`src/hdl/mwc_pkg.sv`:
```
// Types and constants for the shortest covering window block.
package mwc_pkg;

  localparam int MAX_WORDS = 64;
  localparam int ID_W      = 6;
  localparam int CNT_W     = 7;
  localparam int POS_W     = 30;
  localparam int LEN_W     = 31;
  localparam int NW_W      = $clog2(MAX_WORDS + 1);
  localparam int CMP_W     = (CNT_W > NW_W) ? CNT_W : NW_W;

  typedef enum logic [1:0] {
    S_IDLE,
    S_EXEC,
    S_SCAN,
    S_MEAS
  } state_t;

  typedef struct packed {
    logic             go;
    logic             ok;
    logic [POS_W-1:0] low_pos;
  } scan_t;

  typedef struct packed {
    logic             clr;
    logic             fresh;
    logic             least_ok;
    logic [POS_W-1:0] least_pos;
    logic [POS_W-1:0] wr_pos;
  } bcast_t;

endpackage

```
`src/hdl/mwc_cell.sv`:
```
// One table cell: latest position of one word and one stage of the least-position scan.
module mwc_cell
  import mwc_pkg::*;
(
  input  logic   clk,
  input  logic   rst,
  input  bcast_t ctl,
  input  logic   sel,
  input  logic   wr,
  input  logic   in_use,
  output logic   hit,
  input  scan_t  scan_in,
  output scan_t  scan_out
);

  logic             seen;
  logic [POS_W-1:0] pos;
  logic             go;
  logic             ok;
  logic [POS_W-1:0] low_pos;
  logic             seen_eff;

  assign seen_eff = seen & ~ctl.fresh;
  assign hit = sel & (seen_eff ? (ctl.least_ok && (pos == ctl.least_pos)) : !ctl.least_ok);

  always_ff @(posedge clk) begin
    if (rst) begin
      seen <= 1'b0;
    end else if (wr) begin
      seen <= 1'b1;
    end else if (ctl.clr) begin
      seen <= 1'b0;
    end
  end

  always_ff @(posedge clk) begin
    if (wr) begin
      pos <= ctl.wr_pos;
    end
  end

  always_ff @(posedge clk) begin
    if (rst) begin
      go <= 1'b0;
    end else begin
      go <= scan_in.go;
    end
  end

  // fold this entry into the running minimum
  always_ff @(posedge clk) begin
    if (in_use) begin
      ok      <= scan_in.ok & seen;
      low_pos <= (pos < scan_in.low_pos) ? pos : scan_in.low_pos;
    end else begin
      ok      <= scan_in.ok;
      low_pos <= scan_in.low_pos;
    end
  end

  assign scan_out = '{go: go, ok: ok, low_pos: low_pos};

endmodule

```
`config.mk`:
```
export PLATFORM = sky130hd
export DESIGN_NAME = mwc_cell
export DESIGN_NICKNAME = d
export VERILOG_FILES = /design/src/hdl/mwc_pkg.sv /design/src/hdl/mwc_cell.sv
export SDC_FILE = /design/constraint.sdc
export NUM_CORES = 1
export LEC_CHECK = 0
export ABC_CLOCK_PERIOD_IN_PS = 4250
export CAP_MARGIN = 10
export CORE_UTILIZATION = 45
export DETAILED_ROUTE_END_ITERATION = 12
export DONT_BUFFER_PORTS = 1
export PLACE_DENSITY = 0.62
export SETUP_SLACK_MARGIN = 0.4
export SLEW_MARGIN = 20
export SYNTH_ARGS = -nofsm -noshare
export SYNTH_HDL_FRONTEND = slang
export SYNTH_SLANG_ARGS = --single-unit
export TNS_END_PERCENT = 30
```
`constraint.sdc`:
```
create_clock -name clk -period 4.25 [get_ports clk]
set_input_delay 0.2125 -clock clk [delete_from_list [all_inputs] [get_ports clk]]
set_output_delay 0.2125 -clock clk [all_outputs]
set_load 0.005 [all_outputs]
```
Word level (Yosys, flattened, before mapping)
Index checks and enable logic that the tools add are counted.
Widths: inputs -> output; s select.
{"block": "op_classes", "div_mod_pow": 0, "mux": 6, "order_cmp": 1, "reduce_logical": 3, "n_addsub": 0, "shifts": 0, "bitwise_logic": 4, "multipliers": 0, "n_eq_ne": 1}
{"op": "$mux 30", "n": 2}
{"op": "$eq 30x30->1", "n": 1}
{"op": "$lt 30x30->1", "n": 1}
{"op": "$mux 1", "n": 4}
{"op": "$and 1x1->1", "n": 3}
{"op": "$reduce_bool 2->1", "n": 1}
{"op": "$logic_and 1x1->1", "n": 1}
{"op": "$logic_not 1->1", "n": 1}
{"op": "$not 1->1", "n": 1}
{"block": "word_totals", "wordCells": 20, "mem_count": 0, "latchBits": 0, "inputBits": 100, "reg_bits": 63, "rom_bits": 0, "mem_bits_rw": 0, "out_inout_bits": 33}

Depth between registers and ports, before layout
{"block": "depth", "word_depth": 4, "mapped_depth": 9}

Worst setup path after synthesis
No wires, ideal clock.
{"block": "synth_timing", "path_type": "register to register", "start": "reg pos[13]", "end": "reg low_pos[19]", "setup_slack_ns": 1.864, "t_arrival_ns": 2.265, "path_buffers": 1, "setup_ns": 0.121, "required_ns": 4.129, "period_less_slack_ns": 2.386, "stages_incl_launch_ff": 9, "cell_sequence": "edfxtp_1 > ha_1 > nand4_1 > nor2_1 > and3_1 > a221o_1 > a311oi_2 > buf_6 > mux2_2"}
{"block": "synth_between", "elab_chain_cells": 3}
{"item": "start, declared", "line": "mwc_cell.sv:17", "text": "logic [POS_W-1:0] pos;"}
{"item": "start signal, assigned", "line": "mwc_cell.sv:38", "text": "pos <= ctl.wr_pos;"}
{"item": "$lt 30x30->1", "line": "mwc_cell.sv:54", "text": "low_pos <= (pos < scan_in.low_pos) ? pos : scan_in.low_pos;"}
{"item": "$mux 30", "line": "mwc_cell.sv:54"}
{"item": "$mux 30", "line": "mwc_cell.sv:52", "text": "if (in_use) begin"}
{"item": "end signal, assigned", "line": "mwc_cell.sv:54"}
{"item": "end signal, assigned", "line": "mwc_cell.sv:57", "text": "low_pos <= scan_in.low_pos;"}
{"item": "end, declared", "line": "mwc_cell.sv:20", "text": "logic [POS_W-1:0] low_pos;"}
No other way between the ends.
A chain may end at the register's enable or synchronous reset.

Final worst setup path
{"block": "layout_timing", "start": "reg pos[27]", "end": "reg low_pos[2]"}
The elaborated chain is that of the path after synthesis.

==> flow_metrics.env <==
export IMPL_run_status="complete, but fails checks"
export IMPL_violations="design-rule violations"
export IMPL_ys_seq_elements=63
export IMPL_die_x_um=84.2
export IMPL_cts_made_buffers=9
export IMPL_drive_gt1_share_pct=14.8
export IMPL_min_period_ns=2.68
export IMPL_grt_overflow_total=0
export IMPL_grt_max_degree=31
export IMPL_synth_seq_area_share_pct=51.4
export IMPL_synth_warnings=0
export IMPL_cts_sinks=63
export IMPL_hold_depth=1
export IMPL_setup_viol=0
export IMPL_timing_setup_tns_ns=0
export IMPL_instances_no_fill=381
export IMPL_reg2reg_slack_ns=1.57
export IMPL_post_route_cell_area_sq_um=3760
export IMPL_synth_edf_count=30
export IMPL_power_density_nw_per_um2=393
export IMPL_clk_pin_slew_ns=0.07
export IMPL_die_h_um=84.2
export IMPL_ant_nets=0
export IMPL_place_gp_congestion=0.736
export IMPL_insertion_delay_ns=0.34
export IMPL_dp_hpwl_mm=4.91
export IMPL_syn_cell_area_sq_um=3040
export IMPL_num_nets_final=428
export IMPL_htree_levels=3
export IMPL_grt_pass1_vias=2085
export IMPL_syn_nets=376
export IMPL_ys_types=30
export IMPL_wl_per_cell_um=17.7
export IMPL_tightestPinTransition_ns=0.634
export IMPL_slew_headroom_pct=57.3
export IMPL_rr_worst_depth=8
export IMPL_cts_root_buffer="clkbuf_8"
export IMPL_crit_required_ns=4.47
export IMPL_num_rows=29
export IMPL_grt_usage_pct=20.0
export IMPL_area_growth_pct=23.8
export IMPL_vias=1986
export IMPL_cts_buffer_depth=2
export IMPL_endpoint_kind="flip-flop"
export IMPL_critPathKind="flip-flop to flip-flop"
export IMPL_async_flop_share_pct=0
export IMPL_n_antenna_cell=0
export IMPL_max_freq_mhz=374
export IMPL_dpl_cell_count=321
export IMPL_maxSlewViolCount=0
export IMPL_p_total_mw=1.48
export IMPL_drtPass1Iterations=8
export IMPL_cts_tree="built"
export IMPL_antenna_found_initial=0
export IMPL_design_core_area_sq_um=6420
export IMPL_rsz0062_at_grt="false"
export IMPL_power_leakage_nw=1.56
export IMPL_clock_skew_ns=0.00649
export IMPL_drt_wl_total_mm=6.73
export IMPL_arrival_ns=2.90
export IMPL_final_hold_viol_count=0
export IMPL_max_vdd_ir_drop_mv=0.190
export IMPL_crit_path_start_kind="flip-flop"
export IMPL_r2r_start="pos[27]"
export IMPL_syn_avg_cell_area_sq_um=12.3
export IMPL_grt_pass1_wl_mm=10.4
export IMPL_min_to="low_pos[24]"
export IMPL_start_util_pct=47.3
export IMPL_synthCells=247
export IMPL_cp_max_fo=17
export IMPL_drt_iter0_markers=68
export IMPL_hold_path_class="input port to flip-flop"
export IMPL_rr_endpoint="low_pos[2]"
export IMPL_finalCritPeriodShare_pct=63.0
export IMPL_die_area_sq_um=7090
export IMPL_cap_violations=0
export IMPL_ioPinCount=133
export IMPL_viasPerCell=5.21
export IMPL_place_area_sq_um=3110
export IMPL_ys_dominant_reg_cell="dfxtp_1"
export IMPL_drc=16
export IMPL_min_from="scan_in[24]"
export IMPL_io_buffers=0
-- registers in the layout (all words and copies together), names as in the netlist --
signal   count
go           1
low_pos     30
ok           1
pos         30
seen         1
-- logic make-up after synthesis --
group	Yosys count	synth area share, %
and+or+nand+nor	33	6.05
muxes	30	11.1
AOI/OAI and AO/OA	25	5.31
xor gates and xnor gates	30	8.65
DFF	63	51.4
buffers and inverters	37	5.56
adders and majority gates	29	11.9
-- how the worst max path moves through the flow --
stage	startpoint	end	slack, ns
floorplan	pos[13]	low_pos[19]	1.86
global placement	pos[29]	low_pos[26]	1.53
detailed placement	pos[27]	low_pos[26]	1.56
CTS	pos[23]	hit	1.47
global route	pos[23]	hit	1.37
finish	pos[27]	low_pos[2]	1.57
-- synth_stat cells, types with 2 or more instances --
library cell	n	area share (%)
dfxtp_1	33	22
inv_1	32	4.0
edfxtp_1	30	30
ha_1	29	12
mux2_2	27	10
xnor2_1	26	7.5
a21oi_1	13	2.1
nand4_1	11	2.3
nand2_1	8	0.99
o21ai_0	4	0.66
xor2_1	4	1.2
buf_6	3	1.1
mux2_1	3	1.1
nor2_1	3	0.37
nor4_1	3	0.62
buf_4	2	0.49
nor2b_1	2	0.41
o221ai_1	2	0.58
-- worst max-delay path, stage by stage (launching register included) --
cell and delay (ns):
edfxtp_1 0.44, ha_1 0.32, nand4_1 0.14, nor4_1 0.61
nand2_1 0.16, nand4b_1 0.21, a311oi_4 0.07, buf_4 0.26
mux2_1 0.34
-- cell type report --
type	count	area (sq um)
repair buffers	46	465
flip-flops and latches	63	1560
inverters	32	120
clock buffers	12	155
clock inverters	4	43.8
well taps	77	96.3
fillers	537	2660
multi-input cells	147	1320
-- power by group --
part | internal, mW | switching (mW)
Combinational | 0.122 | 0.0869
Sequential | 0.698 | 0.0412
Clock | 0.299 | 0.232
Total | 1.12 | 0.360
-- timing repair --
action	CTS	global route
hold buffers	42	2
endpoints found under the hold margin	71	2
setup buffers	0	0
setup endpoints to repair	0	0
resized for setup	0	0
-- layer usage --
metal / vias up / global-route usage [%] / part of all wire [%]
li1: 981 / - / -
met2: 92 / 31.6 / 47
met1: 900 / 23.8 / 42
met4: 0 / 11.1 / 2.6
met5: - / 0 / 0
met3: 13 / 7.18 / 8.9
-- metrics by stage --
step	hold slack, ns	setup WS [ns]	utilization, %
final	0.0142	1.57	58.6
after global routing	0.00178	1.37	58.6
after detailed placement	0.289	1.56	48.5
after global placement	0.287	1.53	48.5
after CTS	0.000119	1.47	58.3
after floorplan	0.284	1.86	-
-- placed cells by master (no fill, tap or decap), types with 4 or more instances in the layout --
master         count
dlygate4sd3_1     43
dfxtp_1           33
inv_1             32
edfxtp_1          30
ha_1              29
mux2_2            27
xnor2_1           26
a21oi_1           13
nand4_1           11
clkbuf_8          11
nand2_1            8
o21ai_0            4
xor2_1             4
Power figures use the tool's default switching activity.
